## config.mk

```make
export PLATFORM = sky130hd
export DESIGN_NAME = three_axis_pid_with_dterm_filter_top_flat
export DESIGN_NICKNAME = d
export VERILOG_FILES = /design/src/rtl/core/pid3_pkg.sv /design/src/rtl/core/pid3_if.sv /design/src/rtl/core/pid3_regs.sv /design/src/rtl/core/pid3_ctrl.sv /design/src/rtl/core/pid3_dp.sv /design/src/rtl/core/three_axis_pid_with_dterm_filter_top.sv /design/src/flat_wrapper.sv
export SDC_FILE = /design/constraint.sdc
export NUM_CORES = 2
export LEC_CHECK = 0
export ABC_AREA = 1
export CAP_MARGIN = 20
export CORE_UTILIZATION = 35
export CTS_CLUSTER_DIAMETER = 200
export CTS_CLUSTER_SIZE = 8
export DETAILED_ROUTE_END_ITERATION = 10
export DONT_BUFFER_PORTS = 1
export MAX_ROUTING_LAYER = met4
export PLACE_DENSITY = 0.45
export RECOVER_POWER = 25
export SYNTH_ARGS = -nofsm -noshare
export SYNTH_HDL_FRONTEND = slang
export SYNTH_SLANG_ARGS = --single-unit
```

## constraint.sdc

```tcl
create_clock -name clk -period 24.6 [get_ports clk]
set_clock_uncertainty 0.05 [all_clocks]
set_input_delay 3.69 -clock clk [delete_from_list [all_inputs] [get_ports clk]]
set_output_delay 3.69 -clock clk [all_outputs]
set_load 0.1 [all_outputs]
```

## src/rtl/core/pid3_pkg.sv

```systemverilog
`default_nettype none

package pid3_pkg;

	// Sizes of the item fields and registers
	localparam int AXES_DEF = 3;
	localparam int AXIS_W   = 2;
	localparam int RATE_W   = 16;
	localparam int GAIN_W   = 20;
	localparam int GAINS_W  = 60;
	localparam int LIM_W    = 14;
	localparam int LPF_W    = 32;
	localparam int COEF_W   = 16;
	localparam int PT_W     = 16;
	localparam int TERM_W   = 15;
	localparam int STATE_W  = 32;

	// APB register port
	localparam int APB_AW  = 6;
	localparam int APB_DW  = 64;
	localparam int IDX_LSB = 3;

	// Register reset values
	localparam logic [LIM_W-1:0] ITERM_LIM_RST = 14'd8000;
	localparam logic [LIM_W-1:0] DTERM_LIM_RST = 14'd12800;
	localparam logic [LIM_W-1:0] SUM_LIM_RST   = 14'd16000;
	localparam logic [LPF_W-1:0] LPF_RST       = 32'd253954478;

	// Register indexes (byte address = 8 * index)
	typedef enum logic [APB_AW-IDX_LSB-1:0] {
		REG_KP    = 3'd0,
		REG_KI    = 3'd1,
		REG_KD    = 3'd2,
		REG_KF    = 3'd3,
		REG_ILIM  = 3'd4,
		REG_DLIM  = 3'd5,
		REG_SLIM  = 3'd6,
		REG_LPF   = 3'd7
	} reg_idx_t;

	// Operand selection for the shared multiplier
	typedef enum logic [2:0] {
		MUL_P  = 3'd0,
		MUL_I  = 3'd1,
		MUL_D  = 3'd2,
		MUL_F  = 3'd3,
		MUL_L1 = 3'd4,
		MUL_L2 = 3'd5
	} mul_sel_t;

	typedef struct packed {
		logic [GAINS_W-1:0] kp;
		logic [GAINS_W-1:0] ki;
		logic [GAINS_W-1:0] kd;
		logic [GAINS_W-1:0] kf;
		logic [LIM_W-1:0]   iterm_lim;
		logic [LIM_W-1:0]   dterm_lim;
		logic [LIM_W-1:0]   sum_lim;
		logic [LPF_W-1:0]   lpf;
	} cfg_t;

	// Controller to datapath
	typedef struct packed {
		logic     capture;
		logic     clear_int;
		logic     mul_en;
		mul_sel_t mul_sel;
		logic     fin_p;
		logic     fin_i;
		logic     fin_raw;
		logic     fin_f;
		logic     fin_l1;
		logic     fin_l2;
		logic     fin_d;
		logic     load_out;
	} cmd_t;

	// Datapath to controller
	typedef struct packed {
		logic out_free;
	} sts_t;

	// Per-axis gain from a packed gain register; axes past the register see zero
	function automatic logic [GAIN_W-1:0] gain_sel(input logic [GAINS_W-1:0] gains,
			input logic [AXIS_W-1:0] ax);
		logic [GAIN_W-1:0] g;
		case (ax)
			2'd0: g = gains[GAIN_W-1:0];
			2'd1: g = gains[2*GAIN_W-1:GAIN_W];
			2'd2: g = gains[3*GAIN_W-1:2*GAIN_W];
			default: g = '0;
		endcase
		return g;
	endfunction

endpackage

`default_nettype wire

```

## src/rtl/core/pid3_if.sv

```systemverilog
`default_nettype none

// Apply / clear item channel
interface pid3_in_if;
	logic                                  valid;
	logic                                  ready;
	logic                                  op;
	logic        [pid3_pkg::AXIS_W-1:0]    axis;
	logic signed [pid3_pkg::RATE_W-1:0]    gyro_rate;
	logic signed [pid3_pkg::RATE_W-1:0]    setpoint;

	modport source (output valid, op, axis, gyro_rate, setpoint, input ready);
	modport sink (input valid, op, axis, gyro_rate, setpoint, output ready);
endinterface

// Result item channel
interface pid3_out_if;
	logic                                  valid;
	logic                                  ready;
	logic        [pid3_pkg::AXIS_W-1:0]    out_axis;
	logic signed [pid3_pkg::PT_W-1:0]      p_term;
	logic signed [pid3_pkg::TERM_W-1:0]    i_term;
	logic signed [pid3_pkg::TERM_W-1:0]    d_term;
	logic signed [pid3_pkg::PT_W-1:0]      f_term;
	logic signed [pid3_pkg::TERM_W-1:0]    pid_sum;

	modport source (output valid, out_axis, p_term, i_term, d_term, f_term, pid_sum,
		input ready);
	modport sink (input valid, out_axis, p_term, i_term, d_term, f_term, pid_sum,
		output ready);
endinterface

`default_nettype wire

```

## src/rtl/core/pid3_regs.sv

```systemverilog
`default_nettype none

module pid3_regs (
	input  logic                          clk,
	input  logic                          arst_n,
	input  logic                          psel,
	input  logic                          penable,
	input  logic                          pwrite,
	input  logic [pid3_pkg::APB_AW-1:0]   paddr,
	input  logic [pid3_pkg::APB_DW-1:0]   pwdata,
	output logic [pid3_pkg::APB_DW-1:0]   prdata,
	output logic                          pready,
	output pid3_pkg::cfg_t                cfg
);

	pid3_pkg::cfg_t     cfg_q;
	pid3_pkg::reg_idx_t idx;
	logic               wr;

	assign pready = 1'b1;
	assign idx    = pid3_pkg::reg_idx_t'(paddr[pid3_pkg::APB_AW-1:pid3_pkg::IDX_LSB]);
	assign wr     = psel & penable & pwrite;
	assign cfg    = cfg_q;

	// Register writes in the access phase
	always_ff @(posedge clk or negedge arst_n) begin
		if (!arst_n) begin
			cfg_q.kp        <= '0;
			cfg_q.ki        <= '0;
			cfg_q.kd        <= '0;
			cfg_q.kf        <= '0;
			cfg_q.iterm_lim <= pid3_pkg::ITERM_LIM_RST;
			cfg_q.dterm_lim <= pid3_pkg::DTERM_LIM_RST;
			cfg_q.sum_lim   <= pid3_pkg::SUM_LIM_RST;
			cfg_q.lpf       <= pid3_pkg::LPF_RST;
		end else if (wr) begin
			case (idx)
				pid3_pkg::REG_KP:   cfg_q.kp <= pwdata[pid3_pkg::GAINS_W-1:0];
				pid3_pkg::REG_KI:   cfg_q.ki <= pwdata[pid3_pkg::GAINS_W-1:0];
				pid3_pkg::REG_KD:   cfg_q.kd <= pwdata[pid3_pkg::GAINS_W-1:0];
				pid3_pkg::REG_KF:   cfg_q.kf <= pwdata[pid3_pkg::GAINS_W-1:0];
				pid3_pkg::REG_ILIM: cfg_q.iterm_lim <= pwdata[pid3_pkg::LIM_W-1:0];
				pid3_pkg::REG_DLIM: cfg_q.dterm_lim <= pwdata[pid3_pkg::LIM_W-1:0];
				pid3_pkg::REG_SLIM: cfg_q.sum_lim <= pwdata[pid3_pkg::LIM_W-1:0];
				pid3_pkg::REG_LPF:  cfg_q.lpf <= pwdata[pid3_pkg::LPF_W-1:0];
				default: ;
			endcase
		end
	end

	// Read back
	always_comb begin
		case (idx)
			pid3_pkg::REG_KP:   prdata = pid3_pkg::APB_DW'(cfg_q.kp);
			pid3_pkg::REG_KI:   prdata = pid3_pkg::APB_DW'(cfg_q.ki);
			pid3_pkg::REG_KD:   prdata = pid3_pkg::APB_DW'(cfg_q.kd);
			pid3_pkg::REG_KF:   prdata = pid3_pkg::APB_DW'(cfg_q.kf);
			pid3_pkg::REG_ILIM: prdata = pid3_pkg::APB_DW'(cfg_q.iterm_lim);
			pid3_pkg::REG_DLIM: prdata = pid3_pkg::APB_DW'(cfg_q.dterm_lim);
			pid3_pkg::REG_SLIM: prdata = pid3_pkg::APB_DW'(cfg_q.sum_lim);
			pid3_pkg::REG_LPF:  prdata = pid3_pkg::APB_DW'(cfg_q.lpf);
			default:            prdata = '0;
		endcase
	end

endmodule

`default_nettype wire

```

## src/rtl/core/pid3_ctrl.sv

```systemverilog
`default_nettype none

module pid3_ctrl #(
	parameter int AXES = pid3_pkg::AXES_DEF
) (
	input  logic                         clk,
	input  logic                         arst_n,
	input  logic                         in_valid,
	input  logic                         in_op,
	input  logic [pid3_pkg::AXIS_W-1:0]  in_axis,
	output logic                         in_ready,
	input  pid3_pkg::sts_t               sts,
	output pid3_pkg::cmd_t               cmd
);

	typedef enum logic [10:0] {
		ST_IDLE = 11'b00000000001,
		ST_P    = 11'b00000000010,
		ST_I    = 11'b00000000100,
		ST_D    = 11'b00000001000,
		ST_F    = 11'b00000010000,
		ST_L1   = 11'b00000100000,
		ST_FL1  = 11'b00001000000,
		ST_L2   = 11'b00010000000,
		ST_FL2  = 11'b00100000000,
		ST_DT   = 11'b01000000000,
		ST_SUM  = 11'b10000000000
	} state_t;

	localparam int AXC_W = pid3_pkg::AXIS_W + 1;

	state_t state_q, state_d;
	logic   axis_ok;

	assign axis_ok  = {1'b0, in_axis} < AXC_W'(AXES);
	assign in_ready = (state_q == ST_IDLE);

	always_ff @(posedge clk or negedge arst_n) begin
		if (!arst_n) begin
			state_q <= ST_IDLE;
		end else begin
			state_q <= state_d;
		end
	end

	// Sequence: six passes through the multiplier, then D clamp and sum
	always_comb begin
		state_d     = state_q;
		cmd         = '0;
		cmd.mul_sel = pid3_pkg::MUL_P;
		case (state_q)
			ST_IDLE: begin
				if (in_valid) begin
					if (in_op) begin
						cmd.clear_int = 1'b1;
					end else if (axis_ok) begin
						cmd.capture = 1'b1;
						state_d     = ST_P;
					end
				end
			end
			ST_P: begin
				cmd.mul_en  = 1'b1;
				cmd.mul_sel = pid3_pkg::MUL_P;
				state_d     = ST_I;
			end
			ST_I: begin
				cmd.mul_en  = 1'b1;
				cmd.mul_sel = pid3_pkg::MUL_I;
				cmd.fin_p   = 1'b1;
				state_d     = ST_D;
			end
			ST_D: begin
				cmd.mul_en  = 1'b1;
				cmd.mul_sel = pid3_pkg::MUL_D;
				cmd.fin_i   = 1'b1;
				state_d     = ST_F;
			end
			ST_F: begin
				cmd.mul_en  = 1'b1;
				cmd.mul_sel = pid3_pkg::MUL_F;
				cmd.fin_raw = 1'b1;
				state_d     = ST_L1;
			end
			ST_L1: begin
				cmd.mul_en  = 1'b1;
				cmd.mul_sel = pid3_pkg::MUL_L1;
				cmd.fin_f   = 1'b1;
				state_d     = ST_FL1;
			end
			ST_FL1: begin
				cmd.fin_l1 = 1'b1;
				state_d    = ST_L2;
			end
			ST_L2: begin
				cmd.mul_en  = 1'b1;
				cmd.mul_sel = pid3_pkg::MUL_L2;
				state_d     = ST_FL2;
			end
			ST_FL2: begin
				cmd.fin_l2 = 1'b1;
				state_d    = ST_DT;
			end
			ST_DT: begin
				cmd.fin_d = 1'b1;
				state_d   = ST_SUM;
			end
			ST_SUM: begin
				// wait for the output register to free up
				if (sts.out_free) begin
					cmd.load_out = 1'b1;
					state_d      = ST_IDLE;
				end
			end
			default: state_d = ST_IDLE;
		endcase
	end

endmodule

`default_nettype wire

```

## src/rtl/core/pid3_dp.sv

```systemverilog
`default_nettype none

module pid3_dp #(
	parameter int AXES = pid3_pkg::AXES_DEF
) (
	input  logic                                clk,
	input  logic                                arst_n,
	input  pid3_pkg::cmd_t                      cmd,
	output pid3_pkg::sts_t                      sts,
	input  pid3_pkg::cfg_t                      cfg,
	input  logic        [pid3_pkg::AXIS_W-1:0]  in_axis,
	input  logic signed [pid3_pkg::RATE_W-1:0]  in_gyro,
	input  logic signed [pid3_pkg::RATE_W-1:0]  in_setpoint,
	output logic                                out_valid,
	input  logic                                out_ready,
	output logic        [pid3_pkg::AXIS_W-1:0]  out_axis,
	output logic signed [pid3_pkg::PT_W-1:0]    p_term,
	output logic signed [pid3_pkg::TERM_W-1:0]  i_term,
	output logic signed [pid3_pkg::TERM_W-1:0]  d_term,
	output logic signed [pid3_pkg::PT_W-1:0]    f_term,
	output logic signed [pid3_pkg::TERM_W-1:0]  pid_sum
);

	localparam int IW     = (AXES > 1) ? $clog2(AXES) : 1;
	localparam int DIFF_W = pid3_pkg::RATE_W + 1;
	localparam int OPA_W  = pid3_pkg::STATE_W + 1;
	localparam int OPB_W  = pid3_pkg::GAIN_W + 1;
	localparam int PROD_W = OPA_W + OPB_W;
	localparam int ACC_W  = 40;
	localparam int SUM_W  = pid3_pkg::PT_W + 2;
	localparam int SW     = pid3_pkg::STATE_W;

	// Rounding offsets (half an LSB of the shifted result)
	localparam logic signed [PROD_W-1:0] HALF_P  = PROD_W'(1) << 10;
	localparam logic signed [PROD_W-1:0] HALF_I  = PROD_W'(1) << 2;
	localparam logic signed [PROD_W-1:0] HALF_D  = PROD_W'(1);
	localparam logic signed [PROD_W-1:0] HALF_F  = PROD_W'(1) << 8;
	localparam logic signed [PROD_W-1:0] HALF_L  = PROD_W'(1) << 15;
	localparam logic signed [SW:0]       HALF_IT = (SW+1)'(1) << 15;
	localparam logic signed [SW:0]       HALF_DT = (SW+1)'(1) << 7;

	// Saturation bounds
	localparam logic signed [PROD_W-1:0] PT_MAX = PROD_W'((1 << (pid3_pkg::PT_W-1)) - 1);
	localparam logic signed [PROD_W-1:0] PT_MIN = -PT_MAX - PROD_W'(1);
	localparam logic signed [PROD_W-1:0] RAW_MAX = PROD_W'((64'd1 << (SW-1)) - 64'd1);
	localparam logic signed [PROD_W-1:0] RAW_MIN = -RAW_MAX - PROD_W'(1);

	function automatic logic signed [pid3_pkg::PT_W-1:0] sat_pt(
			input logic signed [PROD_W-1:0] v);
		logic signed [PROD_W-1:0] r;
		if (v > PT_MAX) begin
			r = PT_MAX;
		end else if (v < PT_MIN) begin
			r = PT_MIN;
		end else begin
			r = v;
		end
		return r[pid3_pkg::PT_W-1:0];
	endfunction

	// Per-axis state
	logic signed [SW-1:0]              integ_q [AXES];
	logic signed [pid3_pkg::RATE_W-1:0] lgyro_q [AXES];
	logic signed [pid3_pkg::RATE_W-1:0] lsp_q   [AXES];
	logic signed [SW-1:0]              lpf1_q  [AXES];
	logic signed [SW-1:0]              lpf2_q  [AXES];

	// Working registers of the current item
	logic        [pid3_pkg::AXIS_W-1:0] axis_q;
	logic signed [DIFF_W-1:0]           err_q, dg_q, dsp_q;
	logic signed [PROD_W-1:0]           prod_q;
	logic signed [pid3_pkg::PT_W-1:0]   p_q, f_q;
	logic signed [pid3_pkg::TERM_W-1:0] it_q, d_q;
	logic signed [SW-1:0]               raw_q, f1_q, s2_q;

	// Output register
	logic                               out_valid_q;
	logic        [pid3_pkg::AXIS_W-1:0] o_axis_q;
	logic signed [pid3_pkg::PT_W-1:0]   o_p_q, o_f_q;
	logic signed [pid3_pkg::TERM_W-1:0] o_i_q, o_d_q, o_sum_q;

	logic [IW-1:0]                 ax, ain;
	logic [pid3_pkg::GAIN_W-1:0]   kp_g, ki_g, kd_g, kf_g;
	logic signed [OPA_W-1:0]       opa;
	logic signed [OPB_W-1:0]       opb;
	logic signed [PROD_W-1:0]      prod;
	logic signed [PROD_W-1:0]      sh_p, sh_i, sh_d, sh_f, sh_l;
	logic signed [ACC_W-1:0]       acc, acc_c, ilim;
	logic signed [SW-1:0]          raw_c, s1_n, s2_n;
	logic signed [SW:0]            it_sh, d_sh, dlim, d_c;
	logic signed [SUM_W-1:0]       sum, slim, sum_c;

	assign ax  = axis_q[IW-1:0];
	assign ain = in_axis[IW-1:0];

	assign kp_g = pid3_pkg::gain_sel(cfg.kp, axis_q);
	assign ki_g = pid3_pkg::gain_sel(cfg.ki, axis_q);
	assign kd_g = pid3_pkg::gain_sel(cfg.kd, axis_q);
	assign kf_g = pid3_pkg::gain_sel(cfg.kf, axis_q);

	// Shared multiplier operand select
	always_comb begin
		opa = '0;
		opb = '0;
		case (cmd.mul_sel)
			pid3_pkg::MUL_P: begin
				opa = OPA_W'(err_q);
				opb = OPB_W'(kp_g);
			end
			pid3_pkg::MUL_I: begin
				opa = OPA_W'(err_q);
				opb = OPB_W'(ki_g);
			end
			pid3_pkg::MUL_D: begin
				opa = OPA_W'(dg_q);
				opb = OPB_W'(kd_g);
			end
			pid3_pkg::MUL_F: begin
				opa = OPA_W'(dsp_q);
				opb = OPB_W'(kf_g);
			end
			pid3_pkg::MUL_L1: begin
				opa = OPA_W'(raw_q) - OPA_W'(lpf1_q[ax]);
				opb = OPB_W'(cfg.lpf[pid3_pkg::COEF_W-1:0]);
			end
			pid3_pkg::MUL_L2: begin
				opa = OPA_W'(f1_q) - OPA_W'(lpf2_q[ax]);
				opb = OPB_W'(cfg.lpf[pid3_pkg::LPF_W-1:pid3_pkg::COEF_W]);
			end
			default: ;
		endcase
	end

	assign prod = opa * opb;

	// Rounded shifts of the registered product
	assign sh_p = (prod_q + HALF_P) >>> 11;
	assign sh_i = (prod_q + HALF_I) >>> 3;
	assign sh_d = (prod_q + HALF_D) >>> 1;
	assign sh_f = (prod_q + HALF_F) >>> 9;
	assign sh_l = (prod_q + HALF_L) >>> 16;

	// Integrator update with clamp
	assign ilim = ACC_W'({cfg.iterm_lim, 16'd0});
	assign acc  = ACC_W'(integ_q[ax]) + $signed(sh_i[ACC_W-1:0]);
	always_comb begin
		if (acc > ilim) begin
			acc_c = ilim;
		end else if (acc < -ilim) begin
			acc_c = -ilim;
		end else begin
			acc_c = acc;
		end
	end

	// Raw derivative clamp to 32 bits
	always_comb begin
		if (sh_d > RAW_MAX) begin
			raw_c = RAW_MAX[SW-1:0];
		end else if (sh_d < RAW_MIN) begin
			raw_c = RAW_MIN[SW-1:0];
		end else begin
			raw_c = sh_d[SW-1:0];
		end
	end

	// Lowpass stage updates
	assign s1_n = lpf1_q[ax] + sh_l[SW-1:0];
	assign s2_n = lpf2_q[ax] + sh_l[SW-1:0];

	// I term from the stored integrator
	assign it_sh = ((SW+1)'(integ_q[ax]) + HALF_IT) >>> 16;

	// D term round and clamp
	assign d_sh = ((SW+1)'(s2_q) + HALF_DT) >>> 8;
	assign dlim = (SW+1)'(cfg.dterm_lim);
	always_comb begin
		if (d_sh > dlim) begin
			d_c = dlim;
		end else if (d_sh < -dlim) begin
			d_c = -dlim;
		end else begin
			d_c = d_sh;
		end
	end

	// Final sum and clamp
	assign sum  = SUM_W'(p_q) + SUM_W'(it_q) + SUM_W'(d_q) + SUM_W'(f_q);
	assign slim = SUM_W'(cfg.sum_lim);
	always_comb begin
		if (sum > slim) begin
			sum_c = slim;
		end else if (sum < -slim) begin
			sum_c = -slim;
		end else begin
			sum_c = sum;
		end
	end

	// Per-axis state
	always_ff @(posedge clk or negedge arst_n) begin
		if (!arst_n) begin
			for (int i = 0; i < AXES; i++) begin
				integ_q[i] <= '0;
				lgyro_q[i] <= '0;
				lsp_q[i]   <= '0;
				lpf1_q[i]  <= '0;
				lpf2_q[i]  <= '0;
			end
		end else begin
			if (cmd.clear_int) begin
				for (int i = 0; i < AXES; i++) begin
					integ_q[i] <= '0;
				end
			end
			if (cmd.capture) begin
				lgyro_q[ain] <= in_gyro;
				lsp_q[ain]   <= in_setpoint;
			end
			if (cmd.fin_i) begin
				integ_q[ax] <= acc_c[SW-1:0];
			end
			if (cmd.fin_l1) begin
				lpf1_q[ax] <= s1_n;
			end
			if (cmd.fin_l2) begin
				lpf2_q[ax] <= s2_n;
			end
		end
	end

	// Working registers
	always_ff @(posedge clk) begin
		if (cmd.capture) begin
			axis_q <= in_axis;
			err_q  <= DIFF_W'(in_setpoint) - DIFF_W'(in_gyro);
			dg_q   <= DIFF_W'(lgyro_q[ain]) - DIFF_W'(in_gyro);
			dsp_q  <= DIFF_W'(in_setpoint) - DIFF_W'(lsp_q[ain]);
		end
		if (cmd.mul_en) begin
			prod_q <= prod;
		end
		if (cmd.fin_p) begin
			p_q <= sat_pt(sh_p);
		end
		if (cmd.fin_raw) begin
			raw_q <= raw_c;
			it_q  <= it_sh[pid3_pkg::TERM_W-1:0];
		end
		if (cmd.fin_f) begin
			f_q <= sat_pt(sh_f);
		end
		if (cmd.fin_l1) begin
			f1_q <= s1_n;
		end
		if (cmd.fin_l2) begin
			s2_q <= s2_n;
		end
		if (cmd.fin_d) begin
			d_q <= d_c[pid3_pkg::TERM_W-1:0];
		end
	end

	// Output register
	always_ff @(posedge clk or negedge arst_n) begin
		if (!arst_n) begin
			out_valid_q <= 1'b0;
		end else if (cmd.load_out) begin
			out_valid_q <= 1'b1;
		end else if (out_ready) begin
			out_valid_q <= 1'b0;
		end
	end

	always_ff @(posedge clk) begin
		if (cmd.load_out) begin
			o_axis_q <= axis_q;
			o_p_q    <= p_q;
			o_i_q    <= it_q;
			o_d_q    <= d_q;
			o_f_q    <= f_q;
			o_sum_q  <= sum_c[pid3_pkg::TERM_W-1:0];
		end
	end

	assign sts.out_free = !out_valid_q || out_ready;

	assign out_valid = out_valid_q;
	assign out_axis  = o_axis_q;
	assign p_term    = o_p_q;
	assign i_term    = o_i_q;
	assign d_term    = o_d_q;
	assign f_term    = o_f_q;
	assign pid_sum   = o_sum_q;

endmodule

`default_nettype wire

```

## src/rtl/core/three_axis_pid_with_dterm_filter_top.sv

```systemverilog
`default_nettype none

// Three-axis rate PID with a twice-lowpassed measurement derivative and setpoint
// feedforward, in fixed point. An apply item (op 0) runs one axis and returns
// its P, I, D and F terms and their clamped sum; a clear item (op 1) zeroes
// every integrator and returns nothing, as does an apply whose axis is not
// below AXES. No new item is accepted until an apply item is done, and
// inside it one 33x21-bit multiplier is shared by the six
// products (P, I, D, F and both filter stages), each registered and then
// rounded, followed by the D clamp and the sum; the result sits in an output
// register, and an item is held back only while that register is still full
// at the end of the sequence. Registers sit on a 64-bit APB port at byte
// address 8*index: 0 kp, 1 ki, 2 kd, 3 kf (three 20-bit gains each, axis 0
// in the low bits), 4 iterm_limit, 5 dterm_limit, 6 sum_limit, 7 lpf_gains.
// Write them only while the block is idle.
module three_axis_pid_with_dterm_filter_top #(
	parameter int AXES = pid3_pkg::AXES_DEF
) (
	input  logic                         clk,
	input  logic                         arst_n,
	input  logic                         psel,
	input  logic                         penable,
	input  logic                         pwrite,
	input  logic [pid3_pkg::APB_AW-1:0]  paddr,
	input  logic [pid3_pkg::APB_DW-1:0]  pwdata,
	output logic [pid3_pkg::APB_DW-1:0]  prdata,
	output logic                         pready,
	pid3_in_if.sink                      pid_in,
	pid3_out_if.source                   pid_out
);

	pid3_pkg::cfg_t cfg;
	pid3_pkg::cmd_t cmd;
	pid3_pkg::sts_t sts;

	// Configuration registers
	pid3_regs u_regs (
		.clk     (clk),
		.arst_n  (arst_n),
		.psel    (psel),
		.penable (penable),
		.pwrite  (pwrite),
		.paddr   (paddr),
		.pwdata  (pwdata),
		.prdata  (prdata),
		.pready  (pready),
		.cfg     (cfg)
	);

	// Sequencer
	pid3_ctrl #(
		.AXES (AXES)
	) u_ctrl (
		.clk      (clk),
		.arst_n   (arst_n),
		.in_valid (pid_in.valid),
		.in_op    (pid_in.op),
		.in_axis  (pid_in.axis),
		.in_ready (pid_in.ready),
		.sts      (sts),
		.cmd      (cmd)
	);

	// Arithmetic and per-axis state
	pid3_dp #(
		.AXES (AXES)
	) u_dp (
		.clk         (clk),
		.arst_n      (arst_n),
		.cmd         (cmd),
		.sts         (sts),
		.cfg         (cfg),
		.in_axis     (pid_in.axis),
		.in_gyro     (pid_in.gyro_rate),
		.in_setpoint (pid_in.setpoint),
		.out_valid   (pid_out.valid),
		.out_ready   (pid_out.ready),
		.out_axis    (pid_out.out_axis),
		.p_term      (pid_out.p_term),
		.i_term      (pid_out.i_term),
		.d_term      (pid_out.d_term),
		.f_term      (pid_out.f_term),
		.pid_sum     (pid_out.pid_sum)
	);

`ifndef NO_ASSERTIONS
	// A clear item never produces a result
	a_clear_no_result: assert property (@(posedge clk) disable iff (!arst_n)
		pid_in.valid && pid_in.ready && pid_in.op |=> !$rose(pid_out.valid))
		else $error("result raised after a clear item");

	// Results only carry axes that exist
	a_axis_range: assert property (@(posedge clk) disable iff (!arst_n)
		pid_out.valid |-> ({1'b0, pid_out.out_axis} < (pid3_pkg::AXIS_W+1)'(AXES)))
		else $error("result for an axis out of range");

	// A new result is only loaded at the end of a busy sequence
	a_result_from_busy: assert property (@(posedge clk) disable iff (!arst_n)
		$rose(pid_out.valid) |-> $past(!pid_in.ready))
		else $error("result raised while the block was idle");
`endif

endmodule

`default_nettype wire
```

## src/flat_wrapper.sv

```systemverilog
// flat-port wrapper written by rule: the top's interface ports become plain ports
module three_axis_pid_with_dterm_filter_top_flat 
#(
	parameter int AXES = pid3_pkg::AXES_DEF
)
  (clk, arst_n, psel, penable, pwrite, paddr, pwdata, prdata, pready, pid_in_valid, pid_in_op, pid_in_axis, pid_in_gyro_rate, pid_in_setpoint, pid_in_ready, pid_out_valid, pid_out_out_axis, pid_out_p_term, pid_out_i_term, pid_out_d_term, pid_out_f_term, pid_out_pid_sum, pid_out_ready);
  pid3_in_if pid_in_i ();
  pid3_out_if pid_out_i ();
  input  logic clk;
  input  logic arst_n;
  input  logic psel;
  input  logic penable;
  input  logic pwrite;
  input  logic [pid3_pkg::APB_AW-1:0] paddr;
  input  logic [pid3_pkg::APB_DW-1:0] pwdata;
  output logic [pid3_pkg::APB_DW-1:0] prdata;
  output logic pready;
  input wire logic [$bits(pid_in_i.valid)-1:0] pid_in_valid;
  input wire logic [$bits(pid_in_i.op)-1:0] pid_in_op;
  input wire logic [$bits(pid_in_i.axis)-1:0] pid_in_axis;
  input wire logic [$bits(pid_in_i.gyro_rate)-1:0] pid_in_gyro_rate;
  input wire logic [$bits(pid_in_i.setpoint)-1:0] pid_in_setpoint;
  output wire logic [$bits(pid_in_i.ready)-1:0] pid_in_ready;
  output wire logic [$bits(pid_out_i.valid)-1:0] pid_out_valid;
  output wire logic [$bits(pid_out_i.out_axis)-1:0] pid_out_out_axis;
  output wire logic [$bits(pid_out_i.p_term)-1:0] pid_out_p_term;
  output wire logic [$bits(pid_out_i.i_term)-1:0] pid_out_i_term;
  output wire logic [$bits(pid_out_i.d_term)-1:0] pid_out_d_term;
  output wire logic [$bits(pid_out_i.f_term)-1:0] pid_out_f_term;
  output wire logic [$bits(pid_out_i.pid_sum)-1:0] pid_out_pid_sum;
  input wire logic [$bits(pid_out_i.ready)-1:0] pid_out_ready;
  assign pid_in_i.valid = pid_in_valid;
  assign pid_in_i.op = pid_in_op;
  assign pid_in_i.axis = pid_in_axis;
  assign pid_in_i.gyro_rate = pid_in_gyro_rate;
  assign pid_in_i.setpoint = pid_in_setpoint;
  assign pid_in_ready = pid_in_i.ready;
  assign pid_out_valid = pid_out_i.valid;
  assign pid_out_out_axis = pid_out_i.out_axis;
  assign pid_out_p_term = pid_out_i.p_term;
  assign pid_out_i_term = pid_out_i.i_term;
  assign pid_out_d_term = pid_out_i.d_term;
  assign pid_out_f_term = pid_out_i.f_term;
  assign pid_out_pid_sum = pid_out_i.pid_sum;
  assign pid_out_i.ready = pid_out_ready;
  three_axis_pid_with_dterm_filter_top #(.AXES(AXES)) u_core (.clk(clk), .arst_n(arst_n), .psel(psel), .penable(penable), .pwrite(pwrite), .paddr(paddr), .pwdata(pwdata), .prdata(prdata), .pready(pready), .pid_in(pid_in_i), .pid_out(pid_out_i));
endmodule
```

=== Word-level counts from Yosys, hierarchy flattened ===
Index checks and enable logic that the tools add are counted.

* Logic and storage cells: 199
* Register bits: 1,054
* Bits of input ports: 112
* Output and inout port bits: 146

* Reduce and logical (&&, ||, !) cells: 18
* Muxes and demuxes: 64
* Magnitude comparators: 17
* Add/subtract/negate cells: 21
* Bitwise gates (word level): 4
* Equality and inequality tests: 29
* $mul: 1

{| class="wikitable"
|+ Operators by type and width
! operator !! number
|-
| $pmux 64 s8 || 1
|-
| $mux 32 || 10
|-
| $bwmux 96 || 3
|-
| $pmux 20 s3 || 4
|-
| $bmux 32 s2 || 3
|-
| $mux 96 || 2
|-
| $pmux 33 s5 || 1
|-
| $pmux 11 s11 || 1
|-
| $pmux 20 s6 || 1
|-
| $mux 16 || 7
|-
| $bwmux 48 || 2
|-
| $sub 32x32->33 || 2
|-
| $add 32x32->32 || 2
|-
| $bmux 16 s2 || 2
|-
| $demux 32 s2 || 1
|-
| $add 54x10->54 const B || 1
|-
| $add 54x12->54 const B || 1
|-
| $add 54x2->54 const B || 1
|-
| $mul 33x21->54 || 1
|-
| $gt 53x32->1 const B || 1
|-
| $lt 53x32->1 const B || 1
|-
| $sub 16x16->17 || 3
|-
| $add 48x17->48 const B || 1
|-
| $gt 45x16->1 const B || 1
|-
| 58 further kinds || 101
|}

=== Logic depth before layout (Yosys ltp) ===
* Depth in word-level cells: 10
* Depth in mapped cells: 52
* Mapped depth without buffers: 48

=== Hierarchy ===
Synthesis repeated with hierarchy kept, for this count alone.

* Cell total of the unflattened synthesis: 11,771
* Area total of the unflattened synthesis: 91,202.5 um^2

{| class="wikitable"
|+ By module, submodules not included
! module !! sequential area each (um^2) !! instances !! area an instance (um^2) !! cells each
|-
| pid3_dp || 19,753.9 || 1 || 76,580.9 || 10,008
|-
| pid3_regs || 7,893.8 || 1 || 13,894.6 || 1,667
|-
| pid3_ctrl || 276.5 || 1 || 726.9 || 96
|}

=== Worst setup path after synthesis ===
Ideal clock, no wire load.

* Path type: register to register
* Start: register u_core.u_dp.axis_q (netlist bit u_core.u_dp.ax[0])
* End: register u_core.u_dp.prod_q[52], data pin
* Library setup time: 258 ps
* Buffers on the path: 6
* Arrival time: 10,002 ps
* Stages on the path, launching flop included: 48
* Slack: 14,290 ps
* Cells stage by stage: edfxtp_1 -> inv_1 -> nand2_1 -> inv_1 -> clkbuf_1 -> clkbuf_1 -> clkbuf_1 -> buf_1 -> clkbuf_1 -> a221oi_1 -> ha_1 -> nand2_1 -> o21ai_0 -> a21oi_1 -> o21ai_0 -> nand3_1 -> nand2_1 -> nand2_1 -> (+12 left out) -> inv_1 -> fa_1 -> fa_1 -> inv_1 -> fa_1 -> inv_1 -> ha_1 -> nand2_1 -> nor2_1 -> inv_1 -> nor4_1 -> nand3_1 -> nand3_1 -> nand3_1 -> o211ai_1 -> nand2_1 -> nand3b_1 -> xor2_1

* Longest elaborated chain between the ends: 7
* Elaborated cells on any way between the ends: 19
* Classes of those cells: add/sub (2); mul (1); eq/ne (2); mux (12); bitwise (1); reduce/logical (1)

{| class="wikitable"
|+ Ends and longest elaborated chain
! what !! RTL line !! source
|-
| from (decl) || pid3_dp.sv:69 || <nowiki>logic [pid3_pkg::AXIS_W-1:0] axis_q;</nowiki>
|-
| from (signal assigned) || pid3_dp.sv:235 || <nowiki>axis_q <= in_axis;</nowiki>
|-
| $not 2->3 (not written as such) || pid3_dp.sv:123, pid3_dp.sv:127 ||
|-
| $bmux 32 s2, on equally long branches || pid3_dp.sv:127, pid3_dp.sv:123 ||
|-
| $mux 32, on equally long branches (2 in a row) || pid3_dp.sv:127, pid3_dp.sv:123 ||
|-
| $sub 32x32->33, on equally long branches || pid3_dp.sv:127, pid3_dp.sv:123 ||
|-
| $pmux 33 s5 || pid3_dp.sv:105 || <nowiki>case (cmd.mul_sel)</nowiki>
|-
| $mul 33x21->54 * || pid3_dp.sv:134 || <nowiki>assign prod = opa * opb;</nowiki>
|-
| named net u_core.u_dp.prod[52] || pid3_dp.sv:86 || <nowiki>logic signed [PROD_W-1:0] prod;</nowiki>
|-
| to (signal assigned) || pid3_dp.sv:241 || <nowiki>prod_q <= prod;</nowiki>
|-
| to (decl) || pid3_dp.sv:71 || <nowiki>logic signed [PROD_W-1:0] prod_q;</nowiki>
|}

The timed path passes the listed nets; every way through them passes the cells marked *. The select of a mux whose other input is x is not followed.
A chain may end at the register's enable or synchronous reset.

=== Worst setup path after layout ===
* Start: register u_core.u_ctrl.state_q[9]
* End: register u_core.u_dp.prod_q[52], data pin

* Longest elaborated chain between the ends: 6
* Elaborated cells on any way between the ends: 17
* Classes of those cells: mul (1); eq/ne (11); mux (3); reduce/logical (2)

{| class="wikitable"
|+ Ends and longest elaborated chain
! what !! RTL line !! source
|-
| from (decl) || pid3_ctrl.sv:32 || <nowiki>state_t state_q, state_d;</nowiki>
|-
| from (signal assigned) || pid3_ctrl.sv:42 || <nowiki>state_q <= state_d;</nowiki>
|-
| $eq 11x8->1 (tied with other cells) || pid3_ctrl.sv:51 || <nowiki>case (state_q)</nowiki>
|-
| $pmux 4 s6 * || pid3_ctrl.sv:51 ||
|-
| $eq 3x1->1 / $logic_not 3->1 (equally long branches) || pid3_dp.sv:105 ||
|-
| $reduce_or 2->1 (no line) || - ||
|-
| $pmux 33 s5 || pid3_dp.sv:105 ||
|-
| $mul 33x21->54 * || pid3_dp.sv:134 ||
|-
| named net u_core.u_dp.prod[52] || pid3_dp.sv:86 ||
|}

The timed path passes the listed nets; every way through them passes the cells marked *.

==> results.sh <==
export IMPL_outcome="finished with violations"
export IMPL_violations="capacitance limit, slew limit"
export IMPL_synth_most_common_cell="nand2_1"
export IMPL_drc_errors=0
export IMPL_synth_commonest_cells="nand2_1 (3018), inv_1 (2004), o21ai_0 (764), dfrtp_1 (680), fa_1 (676)"
export IMPL_required_ns=25.04
export IMPL_grt_setup_unrepaired="false"
export IMPL_yosys_area_top_type_share_pct=18.93
export IMPL_reg2reg_from="u_core.u_ctrl.state_q[9]$_DFFE_PN0P_"
export IMPL_grt_pass1_vias=77568
export IMPL_maxCapViolations=19
export IMPL_yosysTopAreaCell="dfrtp_1"
export IMPL_worstPathMaxFanout=21
export IMPL_period_share_pct=61.95
export IMPL_endpoint_kind="register"
export IMPL_arrival_ns=15.68
export IMPL_relSlewSlack_pct=-703.3
export IMPL_fin_ws_ns=9.360
export IMPL_die_area_um2=258900
export IMPL_post_cts_setup_buffers=0
export IMPL_ys_top_cells_by_area="dfrtp_1 (19%), fa_1 (15%), nand2_1 (13%)"
export IMPL_ant_nets=0
export IMPL_fmax_mhz=65.62
export IMPL_cts_root_buf="clkbuf_16"
export IMPL_setup_viol=0
export IMPL_clockBufferDepth=3
export IMPL_final_cell_area_um2=99170
export IMPL_synth_area_per_cell_um2=7.901
export IMPL_synth_edff_count=337
export IMPL_pin_count=258
export IMPL_cts_htree_levels=4
export IMPL_grt_pass1_wl_um=514100
export IMPL_cts_buffers=148
export IMPL_timing_hold_worst_start="u_core.u_dp.lpf2_q[65]$_DFFE_PN0P_"
export IMPL_coreArea_um2=254600
export IMPL_tightest_slew_ns=12.05
export IMPL_die_height_um=508.8
export IMPL_synthCells=11379
export IMPL_cts_hold_buf=0
export IMPL_wl_per_cell_um=23.50
export IMPL_worstSetupStartpoint="u_core.u_ctrl.state_q[9]$_DFFE_PN0P_"
export IMPL_layout_drive_gt1_share_pct=4.638
export IMPL_num_nets_final=12586
export IMPL_cts_sinks=1047
export IMPL_cp_slowest_cell="clkbuf_1"
export IMPL_synthFlopType="dfrtp_1"
export IMPL_grtUsageTotal_pct=27.53
export IMPL_dp_hpwl_um=268900
export IMPL_finalSetupTns_ns=0
export IMPL_critical_path_class="register to register"
export IMPL_synth_area_um2=89900
export IMPL_worstSetupStartpointType="register"
export IMPL_die_w_um=508.8
export IMPL_antenna_found_initial=6
export IMPL_hold_path_class="register to register"
export IMPL_gr_total_overflow=0
export IMPL_cts_tree="done"
export IMPL_gp_congestion=0.9635
export IMPL_synthDistinctLibCells=70
export IMPL_drt_pass1_iterations=8
export IMPL_dp_worst_setup_slack_ns=11.84
export IMPL_ys_ff_latch=1047
export IMPL_slew_violations=825
export IMPL_wl_um=346800
export IMPL_num_rows=185
export IMPL_fin_crit_ns=15.24
export IMPL_yosys_warnings=0
export IMPL_ys_seq_area_share_pct=31.06
export IMPL_clkLatencyLatePin_ns=0.83
export IMPL_cp_slowest_stage_delay_ns=1.58
export IMPL_dpl_cell_area_um2=94750
export IMPL_area_growth_pct=10.31
export IMPL_routed_via_count=77063
export IMPL_clkTransAtPathRegs_ns=0.05
export IMPL_start_util_pct=35.31
export IMPL_cts_resized=0
export IMPL_grt_max_degree=711
export IMPL_async_flop_share_pct=67.81
export IMPL_worst_path_most_repeated_cell="inv_1"
export IMPL_drtIter0Drc=6422
export IMPL_viasPerCell=5.222
export IMPL_portBuffers=0
export IMPL_hold_viol=0
layout by cell type, fill, tap and decap left out, types with 19 or more instances in the layout:
master / n
inv_1: 2002
xnor2_1: 87
nor2_1: 596
nor2_2: 19
nand2_1: 3015
xor2_1: 334
fa_1: 676
clkbuf_16: 149
nor4_1: 40
o221ai_1: 20
a31oi_1: 49
nand3_1: 416
clkbuf_1: 104
nor3_1: 95
nand4_1: 95
o21a_1: 68
and2_1: 36
o22ai_1: 93
ha_1: 510
a221oi_1: 57
dfrtp_1: 680
a22oi_1: 114
o211ai_1: 51
a21o_1: 28
dfstp_2: 30
a21oi_1: 469
mux2_2: 46
edfxtp_1: 337
buf_4: 124
buf_16: 32
o21ai_0: 762
through the flow:
stage               util, %  hold slack [ns]  instances
CTS                   38.94           0.4233      14746
finish                38.95           0.4208      14757
floorplan                 -           0.3764      11382
detailed placement    37.21           0.4092      14499
global placement      37.02           0.4037      14481
global route          38.95           0.4378      14756
flip-flops by register name (all words and copies together) (netlist names), 17 cells and up:
name,cells
u_core.u_dp.lpf2_q,96
u_core.u_dp.s2_q,25
u_core.u_regs.cfg,314
u_core.u_dp.lsp_q,48
u_core.u_dp.dg_q,17
u_core.u_dp.raw_q,32
u_core.u_dp.prod_q,54
u_core.u_dp.dsp_q,17
u_core.u_dp.integ_q,96
u_core.u_dp.f1_q,32
u_core.u_dp.err_q,17
u_core.u_dp.lgyro_q,48
u_core.u_dp.lpf1_q,96
worst paths after layout:
| check | end | slack [ns] | depth (start not counted) |
|---|---|---|---|
| min in group asynchronous | u_core.u_dp.lsp_q[34]$_DFFE_PN0P_ | 7.50 | 1 |
| hold / removal | u_core.u_dp.lpf2_q[65]$_DFFE_PN0P_ | 0.42 | 2 |
| setup reg to reg | u_core.u_dp.prod_q[52]$_DFFE_PN_ | 9.36 | 42 |
| setup / recovery | u_core.u_dp.prod_q[52]$_DFFE_PN_ | 9.36 | 42 |
| max in group asynchronous | u_core.u_regs.cfg[107]$_DFFE_PN0P_ | 10.22 | 1 |
| hold reg to reg | u_core.u_dp.lpf2_q[65]$_DFFE_PN0P_ | 0.42 | 2 |
area by class of cell:
type / count / area [µm²]
Sequential cell: 1047 / 27920
Clock buffer: 233 / 4044
Inverter: 2031 / 7630
Tap cell: 3366 / 4212
Timing Repair Buffer: 178 / 1927
Antenna cell: 6 / 15.01
Clock inverter: 14 / 355.3
Fill cell: 26501 / 155400
Multi-Input combinational cell: 7882 / 53070
cells by family after synthesis:
kind of cell,Yosys count,synth area share (%)
adder cells (fa/ha/maj),1186,22.15
AO/OA/AOI/OAI,1823,11.82
other,2,0.008354
flip-flops,1047,31.06
AND/OR/NAND/NOR,4400,19.90
buffers and inverters,2453,10.37
XOR/XNOR,421,4.101
multiplexers,47,0.5873
layer usage:
layer / vias up / wire, µm / global-route usage [%]
met4: 0 / 10090 / 7.351
met2: 2126 / 160700 / 43.89
met5: - / 0 / -
met1: 38573 / 159800 / 37.25
met3: 423 / 16210 / 2.683
li1: 35941 / - / -
critical path: cells and delay by family, from the launching register on:
| family | cells | cell delay [ns] |
|---|---|---|
| buf+inv | 14 | 5.40 |
| fa+ha+maj | 8 | 4.66 |
| simple gates | 14 | 2.95 |
| compound gates | 5 | 1.20 |
| flops | 1 | 0.41 |
| xor+xnor | 1 | 0.07 |
Power is left out: the tool's default activity adds up to more than one toggle a clock period on the data nets, which glitch-free logic cannot reach.
